**src/rtl/pctt_pkg.sv**
```systemverilog
// Shared types, command and result codes, and the control-store program
// for the periodic callback timer table. Depends on nothing else.
package pctt_pkg;

  localparam logic [1:0] CMD_TICK  = 2'd0;
  localparam logic [1:0] CMD_SET   = 2'd1;
  localparam logic [1:0] CMD_UNSET = 2'd2;

  localparam logic [1:0] KIND_ASSIGNED = 2'd0;
  localparam logic [1:0] KIND_FULL     = 2'd1;
  localparam logic [1:0] KIND_FIRED    = 2'd2;

  localparam logic [3:0] MaxResults = 4'd8;

  typedef struct packed {
    logic [15:0] period;
    logic [15:0] count;
    logic [7:0]  calls;
  } slot_t;

  typedef enum logic [2:0] {
    PC_IDLE,
    PC_TICK_RD,
    PC_TICK_EV,
    PC_SET_RD,
    PC_SET_EV,
    PC_UNSET,
    PC_FLUSH
  } pc_e;

  typedef enum logic [2:0] {
    ACT_DISPATCH,
    ACT_READ0,
    ACT_TICK,
    ACT_SET,
    ACT_UNSET,
    ACT_FLUSH
  } act_e;

  typedef struct packed {
    logic accept;
    act_e act;
    pc_e  next_pc;
    pc_e  alt_pc;
  } uop_t;

  function automatic uop_t ucode_rom(input pc_e pc);
    uop_t u;
    u = '{accept: 1'b0, act: ACT_FLUSH, next_pc: PC_IDLE, alt_pc: PC_IDLE};
    unique case (pc)
      PC_IDLE:    u = '{accept: 1'b1, act: ACT_DISPATCH, next_pc: PC_IDLE,    alt_pc: PC_IDLE};
      PC_TICK_RD: u = '{accept: 1'b0, act: ACT_READ0,    next_pc: PC_TICK_EV, alt_pc: PC_IDLE};
      PC_TICK_EV: u = '{accept: 1'b0, act: ACT_TICK,     next_pc: PC_TICK_EV, alt_pc: PC_FLUSH};
      PC_SET_RD:  u = '{accept: 1'b0, act: ACT_READ0,    next_pc: PC_SET_EV,  alt_pc: PC_IDLE};
      PC_SET_EV:  u = '{accept: 1'b0, act: ACT_SET,      next_pc: PC_SET_EV,  alt_pc: PC_FLUSH};
      PC_UNSET:   u = '{accept: 1'b0, act: ACT_UNSET,    next_pc: PC_IDLE,    alt_pc: PC_IDLE};
      PC_FLUSH:   u = '{accept: 1'b0, act: ACT_FLUSH,    next_pc: PC_IDLE,    alt_pc: PC_IDLE};
      default:    u = '{accept: 1'b0, act: ACT_FLUSH,    next_pc: PC_IDLE,    alt_pc: PC_IDLE};
    endcase
    return u;
  endfunction

endpackage

```
**src/rtl/pctt_cmd_if.sv**
```systemverilog
// Command channel of the periodic callback timer table: valid, ready and
// one command word. Depends on nothing else.
interface pctt_cmd_if;
  logic        valid;
  logic        ready;
  logic [1:0]  cmd;
  logic [15:0] period_ticks;
  logic [7:0]  call_limit;
  logic [2:0]  slot_sel;

  modport source (output valid, output cmd, output period_ticks, output call_limit,
                  output slot_sel, input ready);
  modport sink (input valid, input cmd, input period_ticks, input call_limit,
                input slot_sel, output ready);
endinterface

```
**src/rtl/pctt_res_if.sv**
```systemverilog
// Result channel of the periodic callback timer table: valid, ready and
// one result word. Depends on nothing else.
interface pctt_res_if;
  logic       valid;
  logic       ready;
  logic [1:0] kind;
  logic [2:0] result_slot;
  logic       last;

  modport source (output valid, output kind, output result_slot, output last, input ready);
  modport sink (input valid, input kind, input result_slot, input last, output ready);
endinterface

```
**src/rtl/pctt_slot_mem.sv**
```systemverilog
// Slot memory: one write port, one registered read port, and a valid flag
// per entry so that an entry never written since reset reads as zero.
// Depends on pctt_pkg.
module pctt_slot_mem #(
  parameter int NUM_SLOTS = 8
) (
  input  logic                                                   clk_i,
  input  logic                                                   rst_ni,
  input  logic                                                   rd_en_i,
  input  logic [((NUM_SLOTS > 1) ? $clog2(NUM_SLOTS) : 1)-1:0]   rd_addr_i,
  output pctt_pkg::slot_t                                        rd_data_o,
  input  logic                                                   wr_en_i,
  input  logic [((NUM_SLOTS > 1) ? $clog2(NUM_SLOTS) : 1)-1:0]   wr_addr_i,
  input  pctt_pkg::slot_t                                        wr_data_i
);

  pctt_pkg::slot_t        mem_q [NUM_SLOTS];
  logic [NUM_SLOTS-1:0]   valid_q;
  pctt_pkg::slot_t        rd_data_q;
  logic                   rd_valid_q;

  always_ff @(posedge clk_i) begin
    if (wr_en_i) begin
      mem_q[wr_addr_i] <= wr_data_i;
    end
    if (rd_en_i) begin
      rd_data_q <= mem_q[rd_addr_i];
    end
  end

  always_ff @(posedge clk_i or negedge rst_ni) begin
    if (!rst_ni) begin
      valid_q    <= '0;
      rd_valid_q <= 1'b0;
    end else begin
      if (wr_en_i) begin
        valid_q[wr_addr_i] <= 1'b1;
      end
      if (rd_en_i) begin
        rd_valid_q <= valid_q[rd_addr_i];
      end
    end
  end

  assign rd_data_o = rd_valid_q ? rd_data_q : '0;

endmodule

```
**src/rtl/periodic_callback_timer_table_core.sv**
```systemverilog
// Periodic callback timer table, top level. Depends on pctt_pkg, pctt_cmd_if,
// pctt_res_if and pctt_slot_mem.
// A tick runs accept, first read, one slot per cycle unless stalled, then flush.
// A set walks to a free slot or reports full, then flushes; an unset clears a slot.
// The slot walk through the single-read-port memory sets the rate; a full
// output word that is not taken stalls the walk. After reset every slot is free.
module periodic_callback_timer_table_core #(
  parameter int NUM_SLOTS = 8
) (
  input  logic        clk_i,
  input  logic        rst_ni,
  pctt_cmd_if.sink    cmd_i,
  pctt_res_if.source  res_o
);

  localparam int IdxW = (NUM_SLOTS > 1) ? $clog2(NUM_SLOTS) : 1;
  localparam logic [IdxW-1:0] LastIdx = IdxW'(NUM_SLOTS - 1);
  localparam logic [6:0] NumSlotsW = 7'(NUM_SLOTS);

  pctt_pkg::pc_e   pc_q, pc_d;
  pctt_pkg::uop_t  uop;
  logic [IdxW-1:0] idx_q, idx_d;
  logic [15:0]     period_q, period_d;
  logic [7:0]      limit_q, limit_d;
  logic [2:0]      sel_q, sel_d;
  logic            hold_valid_q, hold_valid_d;
  logic [1:0]      hold_kind_q, hold_kind_d;
  logic [2:0]      hold_slot_q, hold_slot_d;
  logic [3:0]      fires_q, fires_d;
  logic            out_valid_q, out_valid_d;
  logic [1:0]      out_kind_q, out_kind_d;
  logic [2:0]      out_slot_q, out_slot_d;
  logic            out_last_q, out_last_d;

  logic            rd_en, wr_en;
  logic [IdxW-1:0] rd_addr, wr_addr;
  pctt_pkg::slot_t rd_data, wr_data, tick_data;
  logic            accept, out_free, active, fire, emit, out_load;

  pctt_slot_mem #(.NUM_SLOTS(NUM_SLOTS)) u_mem (
    .clk_i     (clk_i),
    .rst_ni    (rst_ni),
    .rd_en_i   (rd_en),
    .rd_addr_i (rd_addr),
    .rd_data_o (rd_data),
    .wr_en_i   (wr_en),
    .wr_addr_i (wr_addr),
    .wr_data_i (wr_data)
  );

  assign uop         = pctt_pkg::ucode_rom(pc_q);
  assign cmd_i.ready = uop.accept;
  assign accept      = cmd_i.valid && cmd_i.ready;
  assign out_free    = !out_valid_q || res_o.ready;

  assign active = rd_data.period != 16'd0;
  assign fire   = active && (rd_data.period == rd_data.count);
  assign emit   = fire && (fires_q < pctt_pkg::MaxResults);

  always_comb begin
    tick_data = rd_data;
    if (fire && rd_data.calls == 8'd1) begin
      tick_data = '0;
    end else if (fire) begin
      tick_data.count = 16'd1;
      tick_data.calls = (rd_data.calls != 8'd0) ? rd_data.calls - 8'd1 : 8'd0;
    end else begin
      tick_data.count = rd_data.count + 16'd1;
    end
  end

  always_comb begin
    pc_d         = pc_q;
    idx_d        = idx_q;
    period_d     = period_q;
    limit_d      = limit_q;
    sel_d        = sel_q;
    hold_valid_d = hold_valid_q;
    hold_kind_d  = hold_kind_q;
    hold_slot_d  = hold_slot_q;
    fires_d      = fires_q;
    out_load     = 1'b0;
    out_last_d   = out_last_q;
    rd_en        = 1'b0;
    rd_addr      = idx_q + IdxW'(1);
    wr_en        = 1'b0;
    wr_addr      = idx_q;
    wr_data      = tick_data;

    unique case (uop.act)
      pctt_pkg::ACT_DISPATCH: begin
        if (accept) begin
          period_d     = cmd_i.period_ticks;
          limit_d      = cmd_i.call_limit;
          sel_d        = cmd_i.slot_sel;
          hold_valid_d = 1'b0;
          fires_d      = '0;
          case (cmd_i.cmd)
            pctt_pkg::CMD_TICK:  pc_d = pctt_pkg::PC_TICK_RD;
            pctt_pkg::CMD_SET:   pc_d = pctt_pkg::PC_SET_RD;
            pctt_pkg::CMD_UNSET: pc_d = pctt_pkg::PC_UNSET;
            default:             pc_d = pctt_pkg::PC_IDLE;
          endcase
        end
      end
      pctt_pkg::ACT_READ0: begin
        rd_en   = 1'b1;
        rd_addr = '0;
        idx_d   = '0;
        pc_d    = uop.next_pc;
      end
      pctt_pkg::ACT_TICK: begin
        if (!(emit && hold_valid_q && !out_free)) begin
          wr_en = active;
          if (emit) begin
            fires_d      = fires_q + 4'd1;
            out_load     = hold_valid_q;
            out_last_d   = hold_valid_q ? 1'b0 : out_last_q;
            hold_valid_d = 1'b1;
            hold_kind_d  = pctt_pkg::KIND_FIRED;
            hold_slot_d  = 3'(idx_q);
          end
          if (idx_q == LastIdx) begin
            pc_d = uop.alt_pc;
          end else begin
            rd_en = 1'b1;
            idx_d = idx_q + IdxW'(1);
            pc_d  = uop.next_pc;
          end
        end
      end
      pctt_pkg::ACT_SET: begin
        if (!active) begin
          wr_en        = 1'b1;
          wr_data      = '{period: period_q, count: 16'd0, calls: limit_q};
          hold_valid_d = 1'b1;
          hold_kind_d  = pctt_pkg::KIND_ASSIGNED;
          hold_slot_d  = 3'(idx_q);
          pc_d         = uop.alt_pc;
        end else if (idx_q == LastIdx) begin
          hold_valid_d = 1'b1;
          hold_kind_d  = pctt_pkg::KIND_FULL;
          hold_slot_d  = 3'd0;
          pc_d         = uop.alt_pc;
        end else begin
          rd_en = 1'b1;
          idx_d = idx_q + IdxW'(1);
          pc_d  = uop.next_pc;
        end
      end
      pctt_pkg::ACT_UNSET: begin
        wr_en   = {4'd0, sel_q} < NumSlotsW;
        wr_addr = IdxW'(sel_q);
        wr_data = '0;
        pc_d    = uop.next_pc;
      end
      pctt_pkg::ACT_FLUSH: begin
        if (!hold_valid_q) begin
          pc_d = uop.next_pc;
        end else if (out_free) begin
          out_load     = 1'b1;
          out_last_d   = 1'b1;
          hold_valid_d = 1'b0;
          pc_d         = uop.next_pc;
        end
      end
      default: begin
        pc_d = pctt_pkg::PC_IDLE;
      end
    endcase

    out_valid_d = out_load || (out_valid_q && !res_o.ready);
    out_kind_d  = out_load ? hold_kind_q : out_kind_q;
    out_slot_d  = out_load ? hold_slot_q : out_slot_q;
  end

  always_ff @(posedge clk_i or negedge rst_ni) begin
    if (!rst_ni) begin
      pc_q         <= pctt_pkg::PC_IDLE;
      idx_q        <= '0;
      period_q     <= '0;
      limit_q      <= '0;
      sel_q        <= '0;
      hold_valid_q <= 1'b0;
      hold_kind_q  <= '0;
      hold_slot_q  <= '0;
      fires_q      <= '0;
      out_valid_q  <= 1'b0;
      out_kind_q   <= '0;
      out_slot_q   <= '0;
      out_last_q   <= 1'b0;
    end else begin
      pc_q         <= pc_d;
      idx_q        <= idx_d;
      period_q     <= period_d;
      limit_q      <= limit_d;
      sel_q        <= sel_d;
      hold_valid_q <= hold_valid_d;
      hold_kind_q  <= hold_kind_d;
      hold_slot_q  <= hold_slot_d;
      fires_q      <= fires_d;
      out_valid_q  <= out_valid_d;
      out_kind_q   <= out_kind_d;
      out_slot_q   <= out_slot_d;
      out_last_q   <= out_last_d;
    end
  end

  assign res_o.valid       = out_valid_q;
  assign res_o.kind        = out_kind_q;
  assign res_o.result_slot = out_slot_q;
  assign res_o.last        = out_last_q;

`ifndef SYNTHESIS
  a_idle_no_hold: assert property (@(posedge clk_i) disable iff (!rst_ni)
    pc_q == pctt_pkg::PC_IDLE |-> !hold_valid_q)
    else $error("pending result left over in idle");

  a_fire_bound: assert property (@(posedge clk_i) disable iff (!rst_ni)
    fires_q <= pctt_pkg::MaxResults)
    else $error("more results than allowed for one tick");

  a_load_free: assert property (@(posedge clk_i) disable iff (!rst_ni)
    out_load |-> (!out_valid_q || res_o.ready))
    else $error("output word overwritten before it was taken");

  a_port_split: assert property (@(posedge clk_i) disable iff (!rst_ni)
    (rd_en && wr_en) |-> (rd_addr != wr_addr))
    else $error("read and write hit the same slot in one cycle");
`endif

endmodule

```
**src/flat_wrapper.sv**
```systemverilog
// flat-port wrapper written by rule: the top's interface ports become plain ports
module periodic_callback_timer_table_core_flat 
#(
  parameter int NUM_SLOTS = 8
)
  (clk_i, rst_ni, cmd_i_valid, cmd_i_cmd, cmd_i_period_ticks, cmd_i_call_limit, cmd_i_slot_sel, cmd_i_ready, res_o_valid, res_o_kind, res_o_result_slot, res_o_last, res_o_ready);
  pctt_cmd_if cmd_i_i ();
  pctt_res_if res_o_i ();
  input  logic clk_i;
  input  logic rst_ni;
  input wire logic [$bits(cmd_i_i.valid)-1:0] cmd_i_valid;
  input wire logic [$bits(cmd_i_i.cmd)-1:0] cmd_i_cmd;
  input wire logic [$bits(cmd_i_i.period_ticks)-1:0] cmd_i_period_ticks;
  input wire logic [$bits(cmd_i_i.call_limit)-1:0] cmd_i_call_limit;
  input wire logic [$bits(cmd_i_i.slot_sel)-1:0] cmd_i_slot_sel;
  output wire logic [$bits(cmd_i_i.ready)-1:0] cmd_i_ready;
  output wire logic [$bits(res_o_i.valid)-1:0] res_o_valid;
  output wire logic [$bits(res_o_i.kind)-1:0] res_o_kind;
  output wire logic [$bits(res_o_i.result_slot)-1:0] res_o_result_slot;
  output wire logic [$bits(res_o_i.last)-1:0] res_o_last;
  input wire logic [$bits(res_o_i.ready)-1:0] res_o_ready;
  assign cmd_i_i.valid = cmd_i_valid;
  assign cmd_i_i.cmd = cmd_i_cmd;
  assign cmd_i_i.period_ticks = cmd_i_period_ticks;
  assign cmd_i_i.call_limit = cmd_i_call_limit;
  assign cmd_i_i.slot_sel = cmd_i_slot_sel;
  assign cmd_i_ready = cmd_i_i.ready;
  assign res_o_valid = res_o_i.valid;
  assign res_o_kind = res_o_i.kind;
  assign res_o_result_slot = res_o_i.result_slot;
  assign res_o_last = res_o_i.last;
  assign res_o_i.ready = res_o_ready;
  periodic_callback_timer_table_core #(.NUM_SLOTS(NUM_SLOTS)) u_core (.clk_i(clk_i), .rst_ni(rst_ni), .cmd_i(cmd_i_i), .res_o(res_o_i));
endmodule
```
**config.mk**
```make
export PLATFORM = sky130hd
export DESIGN_NAME = periodic_callback_timer_table_core_flat
export DESIGN_NICKNAME = d
export VERILOG_FILES = /design/src/rtl/pctt_pkg.sv /design/src/rtl/pctt_cmd_if.sv /design/src/rtl/pctt_res_if.sv /design/src/rtl/pctt_slot_mem.sv /design/src/rtl/periodic_callback_timer_table_core.sv /design/src/flat_wrapper.sv
export SDC_FILE = /design/constraint.sdc
export NUM_CORES = 1
export LEC_CHECK = 0
export BUFFER_PORTS_ARGS = -buffer_cell sky130_fd_sc_hd__buf_2
export CAP_MARGIN = 40
export CORE_ASPECT_RATIO = 0.6
export CORE_MARGIN = 2
export CORE_UTILIZATION = 45
export DETAILED_ROUTE_END_ITERATION = 10
export HOLD_SLACK_MARGIN = 0.15
export SETUP_SLACK_MARGIN = 0.2
export SYNTH_ARGS = -nofsm -noshare
export SYNTH_HDL_FRONTEND = slang
export SYNTH_SLANG_ARGS = --single-unit
```
**constraint.sdc**
```tcl
create_clock -name clk_i -period 6.3 [get_ports clk_i]
set_input_delay 0.63 -clock clk_i [delete_from_list [all_inputs] [get_ports clk_i]]
set_output_delay 0.63 -clock clk_i [all_outputs]
set_load 0.01 [all_outputs]
```
### Word level (Yosys, flattened, before mapping)

Memories as Yosys holds them, arrays and structs flattened. A register that Yosys moved wholly into a read port is not among the register bits.
Cells that the tools add are included.

* register bits: 59
* bits in latches: 0
* bits in writable memories: 320
* memory bits (read-only): 0
* input port bits: 33
* memories kept: 1

Memory list
* u_core.u_mem.mem_q: words 8, width 40, rd ports 1, clocked after Yosys merged registers in 1, wr ports 1, line pctt_slot_mem.sv:17 `pctt_pkg::slot_t mem_q [NUM_SLOTS];`

* add/subtract/negate cells: 4
* multipliers: 0
* div/mod/pow operators: 0
* magnitude comparators: 4
* equal/unequal tests: 24
* shifts and indexed selects: 0
* mux-type cells: 69
* bitwise gates (word level): 1
* reductions and logical operators: 31

Operator list (count)
* 2-to-1 mux 40 bit: 2
* case mux 40 bit (2 select lines): 1
* case mux 10 bit (6 select lines): 1
* 2-to-1 mux 3 bit: 15
* 2-to-1 mux 16 bit: 2
* 2-to-1 mux 1 bit: 25
* 2-to-1 mux 24 bit: 1
* case mux 3 bit (3 select lines): 2
* adder 16 x 1 -> 16 bit (second input constant): 1
* == test 16 bit: 1
* 2-to-1 mux 8 bit: 2
* nonzero test 16 bit: 1
* == test 3 bit (second input constant): 5
* case mux 3 bit (5 select lines): 1
* == test 3 x 2 -> 1 bit (second input constant): 4
* 2-to-1 mux 4 bit: 3
* != test 2 x 1 -> 1 bit (second input constant): 6
* == test 8 x 1 -> 1 bit (second input constant): 1
* logical AND 1 bit: 8
* less-than comparator 3 x 4 -> 1 bit (second input constant): 2
* 2-to-1 mux 2 bit: 4
* OR 8 bit: 1
* case mux 4 bit (2 select lines): 1
* AND reduction 4 bit: 2
* other kinds (30): 41

### Depth between registers and ports, before layout

* word-level depth: 10
* mapped depth: 10
* gate-level depth less buffers: 8

### By module

From an unflattened synthesis, not the netlist that was laid out.

* cell total of the unflattened synthesis: 935
* area, all modules: 17184.0 µm²

Modules (own cells, without submodules)
* pctt_slot_mem: instances 1, cells an instance 584, area an instance 13889.6 µm², sequential area each 11035.6 µm²
* periodic_callback_timer_table_core: instances 1, cells an instance 351, area an instance 3294.4 µm², sequential area each 1251.2 µm²

### Worst setup path before layout

No wires, ideal clock.

* kind: register to register
* from: register u_core.u_mem.rd_data_q[28] (netlist name)
* to: memory u_core.u_mem.mem_q[4][0] (netlist bit) (enable)
* setup time: 0.487 ns
* arrival: 4.840 ns
* data required time: 5.813 ns
* setup slack: 0.973 ns
* stages on the path, launching flop included: 7
* path buffers: 1
* clock period less this slack: 5.327 ns
* cell sequence: edfxtp_1 > or4_4 > o41ai_4 > o21ai_0 > and2_1 > clkbuf_1 > nor3_1

* word-level cells in the longest chain between the ends: 10

RTL lines
* 2-to-1 mux 40 bit *: line pctt_slot_mem.sv:45 `assign rd_data_o = rd_valid_q ? rd_data_q : '0;`
* == test 16 bit / nonzero test 16 bit (equally long branches): line periodic_callback_timer_table_core.sv:57, periodic_callback_timer_table_core.sv:56
* logical AND 1 bit: line periodic_callback_timer_table_core.sv:57 `assign fire = active && (rd_data.period == rd_data.count);`
* logical AND 1 bit: line periodic_callback_timer_table_core.sv:58 `assign emit = fire && (fires_q < pctt_pkg::MaxResults);`
* logical AND 1 bit (2 in a row): line periodic_callback_timer_table_core.sv:113 `if (!(emit && hold_valid_q && !out_free)) begin`
* 2-to-1 mux 1 bit: line periodic_callback_timer_table_core.sv:113
* case mux 1 bit (3 select lines) *: line periodic_callback_timer_table_core.sv:90 `unique case (uop.act)`
* 2-to-1 mux 1 bit *: line pctt_slot_mem.sv:23 `if (wr_en_i) begin`
* 2-to-1 mux 1 bit (implied by the code) *: line pctt_slot_mem.sv:24 `mem_q[wr_addr_i] <= wr_data_i;`
* to (decl): line pctt_slot_mem.sv:17

Every way passes the cells marked *; elsewhere a longest branch is shown, timed or not.

==> impl_results.rst <==
.. list-table::
   :header-rows: 1

   * - Metric
     - Value
   * - NumNets Final
     - 1272
   * - Sequential share of the synthesized area
     - a little over two thirds
   * - Power per unit of standard cell area
     - around 580 mW/mm^2
   * - Share of the synthesized area in the top cell type
     - around three fifths
   * - Outcome
     - finished clean
   * - Mapped Avg Cell Area
     - about 15 sq um
   * - Post-detail-place hpwl
     - 23600 microns
   * - Main area contributors after synthesis
     - sky130_fd_sc_hd__edfxtp_1 (61%), sky130_fd_sc_hd__dfrtp_1 (8.4%), sky130_fd_sc_hd__mux4_2 (5.2%), sky130_fd_sc_hd__mux2i_1 (2.8%), sky130_fd_sc_hd__nand2_1 (2.7%)
   * - Detailed router's first-iteration violation count
     - ~1.1k
   * - Global-route wire length before repair
     - approximately 63000 microns
   * - Setup repair after global routing missed its margin
     - no
   * - Setup Skew
     - ~0.029 ns
   * - Register-to-register setup slack
     - roughly 2.6 ns
   * - Critical Path Fanout Max
     - 9
   * - Average via count per standard cell
     - between 5 and 6
   * - Kind of launch point of the worst setup path
     - flip-flop
   * - Count of antenna diodes in the layout
     - 0
   * - Maximum number of pins on one net before global-route repair
     - 83
   * - Power after layout
     - approximately 11 mW
   * - R2R depth
     - 6
   * - Number of storage elements in the synthesis netlist
     - 419
   * - Final period utilization
     - between 50% and 60%
   * - Class of the tightest hold or removal check
     - primary input to flip-flop
   * - Number of buffers created by CTS
     - 40
   * - Number of sinks driven by the clock tree
     - 419
   * - Final WL
     - 41800 microns
   * - Leakage power of the design
     - between 7 and 8 nW
   * - Number of hold violations in the final report
     - 0
   * - Antenna violations before repair
     - 0
   * - Total count of max-transition violations in the final report
     - 0
   * - CTS tree
     - done
   * - Routed len/inst
     - 23.4 microns
   * - Normalized max-slew margin
     - ~37%
   * - Fraction of final layout cells sized beyond drive strength 1
     - around 19%
   * - Final Instance Count excl. Fillers
     - between 1.5k and 2k
   * - Commonest cells in the netlist
     - sky130_fd_sc_hd__edfxtp_1 (360), sky130_fd_sc_hd__nand2_1 (127), sky130_fd_sc_hd__dfrtp_1 (59)
   * - Synth unique cells
     - 58
   * - First drt pass iteration count
     - 5
   * - Grt ovf
     - 0
   * - Cell with the largest stage delay on the worst path
     - sky130_fd_sc_hd__o21ai_0
   * - Most instantiated library cell after synthesis
     - sky130_fd_sc_hd__edfxtp_1
   * - Net count after synthesis
     - approximately 1.2k
   * - Clock period minus final worst setup slack
     - roughly 3.7 ns
   * - Worst vdd ir
     - 0.000622 V
   * - P&R area growth vs syn
     - 12.9%
   * - Hold Path Depth
     - 2
   * - Hold Worst Slack
     - 0.308 ns
   * - Final number of setup-violating endpoints
     - 0
   * - Syn Inst Count
     - approximately 1.2k
   * - Clk buf depth
     - 3
   * - Initial cell density of the core
     - ~45%
   * - Most prevalent standard cell on the critical path
     - sky130_fd_sc_hd__o21ai_0
   * - CP arrival
     - ~4 ns
   * - Via count of the first global-routing pass
     - 10.1k
   * - Number of design rule violations left after detail routing
     - 0
   * - Worst-skew pair later-pin latency
     - 0.55 ns
   * - Proportion of register bits with asynchronous set or reset after synthesis
     - about 14%
   * - CP cell instances
     - or4_4 -> o41ai_4 -> nor2_1 -> a211oi_2 -> o21ai_0 -> o21ai_0
   * - Highest Clock Rate
     - 0.270 GHz
   * - Number of placement rows
     - 56
   * - IO Port Bufs
     - 40
   * - Number of antenna-violating nets in the routed design
     - 0
   * - Floorplan die height
     - between 150 and 200 microns
   * - Root buffer cell
     - sky130_fd_sc_hd__clkbuf_16
   * - Critical setup path kind
     - flip-flop to flip-flop
   * - Vias after detailed routing
     - 10.3k
   * - Final RePlAce weighted congestion
     - 0.785
   * - Core region area
     - around 0.039 sq mm
   * - Maxcap violations
     - 0
   * - Min-delay src
     - cmd_i_period_ticks[14]
   * - Horizontal die dimension
     - 260 microns
   * - Worst path required time
     - ~6.5 ns
   * - RR Startpoint
     - u_core.u_mem.rd_data_q[29]
   * - Top cell type by total area after synthesis
     - sky130_fd_sc_hd__edfxtp_1
   * - Yosys Warn Count
     - 0
   * - Clock transition time at the flip-flop clock pins of the worst setup and hold paths
     - approximately 0.060 ns
   * - Maximum level of the CTS H-tree
     - 2
   * - Fillcell total
     - about 3.2k
   * - Total track usage
     - between 20% and 30%
   * - Summed instance area of the synthesized netlist
     - around 0.018 sq mm
   * - Setup TNS
     - 0 ns
   * - Number of enable flip-flop cells after synthesis
     - 360
   * - Main synth FF type
     - sky130_fd_sc_hd__edfxtp_1
   * - Worst flop-to-flop path endpoint
     - u_core.u_mem.mem_q[0][2]
   * - DIE AREA
     - around 0.041 sq mm
   * - Cell total after placement
     - about 1.7k
   * - Endpoint of the worst hold-timing path
     - u_core.period_q[14]
   * - Maximum cell stage delay along the critical path
     - about 0.8 ns
   * - Measured slew at the worst slew-check pin
     - ~0.94 ns
   * - Number of top-level pins
     - 41
   * - Crit. End Element
     - flip-flop
-- area by class of cell --
type                       count  area [sq um]  share of cell area [%]
sequential                   419         12300                    61.7
multi-input combinational    651          4970                    24.9
clock buffer                  49          1070                    5.35
tap                          522           653                    3.28
timing repair buffer          70           478                    2.40
clock inverter                25           285                    1.43
inverter                      51           191                   0.960
-- worst max-delay path, delay by kind of cell (launching register included) --
| kind | cells | cell delay, ns |
|---|---|---|
| flip-flops | 1 | 0.56 |
| AND/OR/NAND/NOR | 2 | 0.78 |
| AO/OA/AOI/OAI | 4 | 2.04 |
-- layer usage --
metal | global-route usage (%) | share of wire, % | vias to the layer above
li1 | - | - | 4665
met1 | 33.2 | 50 | 5290
met2 | 29.8 | 42 | 329
met3 | 3.86 | 6.9 | 51
met4 | 4.13 | 1.4 | 0
met5 | 0 | 0 | -
-- where the power goes --
group	leakage (nW)	switching (mW)	internal, mW
Sequential	4.02	0.560	4.41
Combinational	2.37	2.50	1.52
Clock	0.655	1.05	1.46
Total	7.04	4.10	7.38
-- cells by family after synthesis --
group | synth area share [%]
and+or+nand+nor | 7.37
muxes | 10.4
AOI/OAI and AO/OA | 7.97
buffers and inverters | 2.66
adders and majority gates | 0.425
DFF | 69.6
xor gates and xnor gates | 1.59
-- worst max-delay path by stage --
stage                                           from                         to  slack (ns)  cells past startpoint
after floorplan           u_core.u_mem.rd_data_q[28]   u_core.u_mem.mem_q[4][0]        0.97                      6
after global placement               u_core.idx_q[0]  u_core.u_mem.rd_data_q[1]        2.09                      8
after detailed placement  u_core.u_mem.rd_data_q[29]   u_core.u_mem.mem_q[7][3]        2.62                      6
after CTS                 u_core.u_mem.rd_data_q[29]   u_core.u_mem.mem_q[4][1]        2.62                      6
after global routing      u_core.u_mem.rd_data_q[29]   u_core.u_mem.mem_q[0][2]        2.36                      6
final                     u_core.u_mem.rd_data_q[29]   u_core.u_mem.mem_q[0][2]        2.60                      6
-- stage by stage --
stage,area (sq um),util (%),setup WS [ns]
after floorplan,17700,-,0.973
after global placement,18500,47.5,2.09
after detailed placement,18600,47.7,2.62
after CTS,19900,51.2,2.62
after global routing,19900,51.3,2.36
final,19900,51.3,2.60
-- state kept, by name, indices dropped and copies added (netlist names), 2 cells and up --
name                      flops
u_core.hold_slot_q            3
u_core.period_q              16
u_core.idx_q                  3
u_core.pc_q                   3
u_core.hold_kind_q            2
u_core.u_mem.mem_q          320
u_core.res_o.kind             2
u_core.sel_q                  3
u_core.res_o.result_slot      3
u_core.limit_q                8
u_core.u_mem.rd_data_q       40
u_core.u_mem.valid_q          8
u_core.fires_q                4
-- layout by cell type (no fill, tap or decap), types with 17 or more instances in the layout --
master	synthesis	layout
sky130_fd_sc_hd__inv_1	51	51
sky130_fd_sc_hd__dfrtp_1	59	58
sky130_fd_sc_hd__o221ai_1	42	42
sky130_fd_sc_hd__mux4_2	41	41
sky130_fd_sc_hd__a21oi_1	49	49
sky130_fd_sc_hd__mux2_2	36	36
sky130_fd_sc_hd__a22o_1	23	23
sky130_fd_sc_hd__xnor2_1	17	17
sky130_fd_sc_hd__nor3_1	52	44
sky130_fd_sc_hd__edfxtp_1	360	360
sky130_fd_sc_hd__mux2i_1	49	49
sky130_fd_sc_hd__nor2_1	38	35
sky130_fd_sc_hd__o21ai_0	56	56
sky130_fd_sc_hd__buf_4	0	22
sky130_fd_sc_hd__nand2_1	127	125
sky130_fd_sc_hd__buf_2	6	43
sky130_fd_sc_hd__clkbuf_16	0	41
-- repair_timing --
item / CTS / global route
resized for setup: 0 / 0
hold endpoints to repair: 5 / 0
buffers inserted: 0 / 0
hold buffers: 1 / 0
Power figures use the tool's default switching activity.
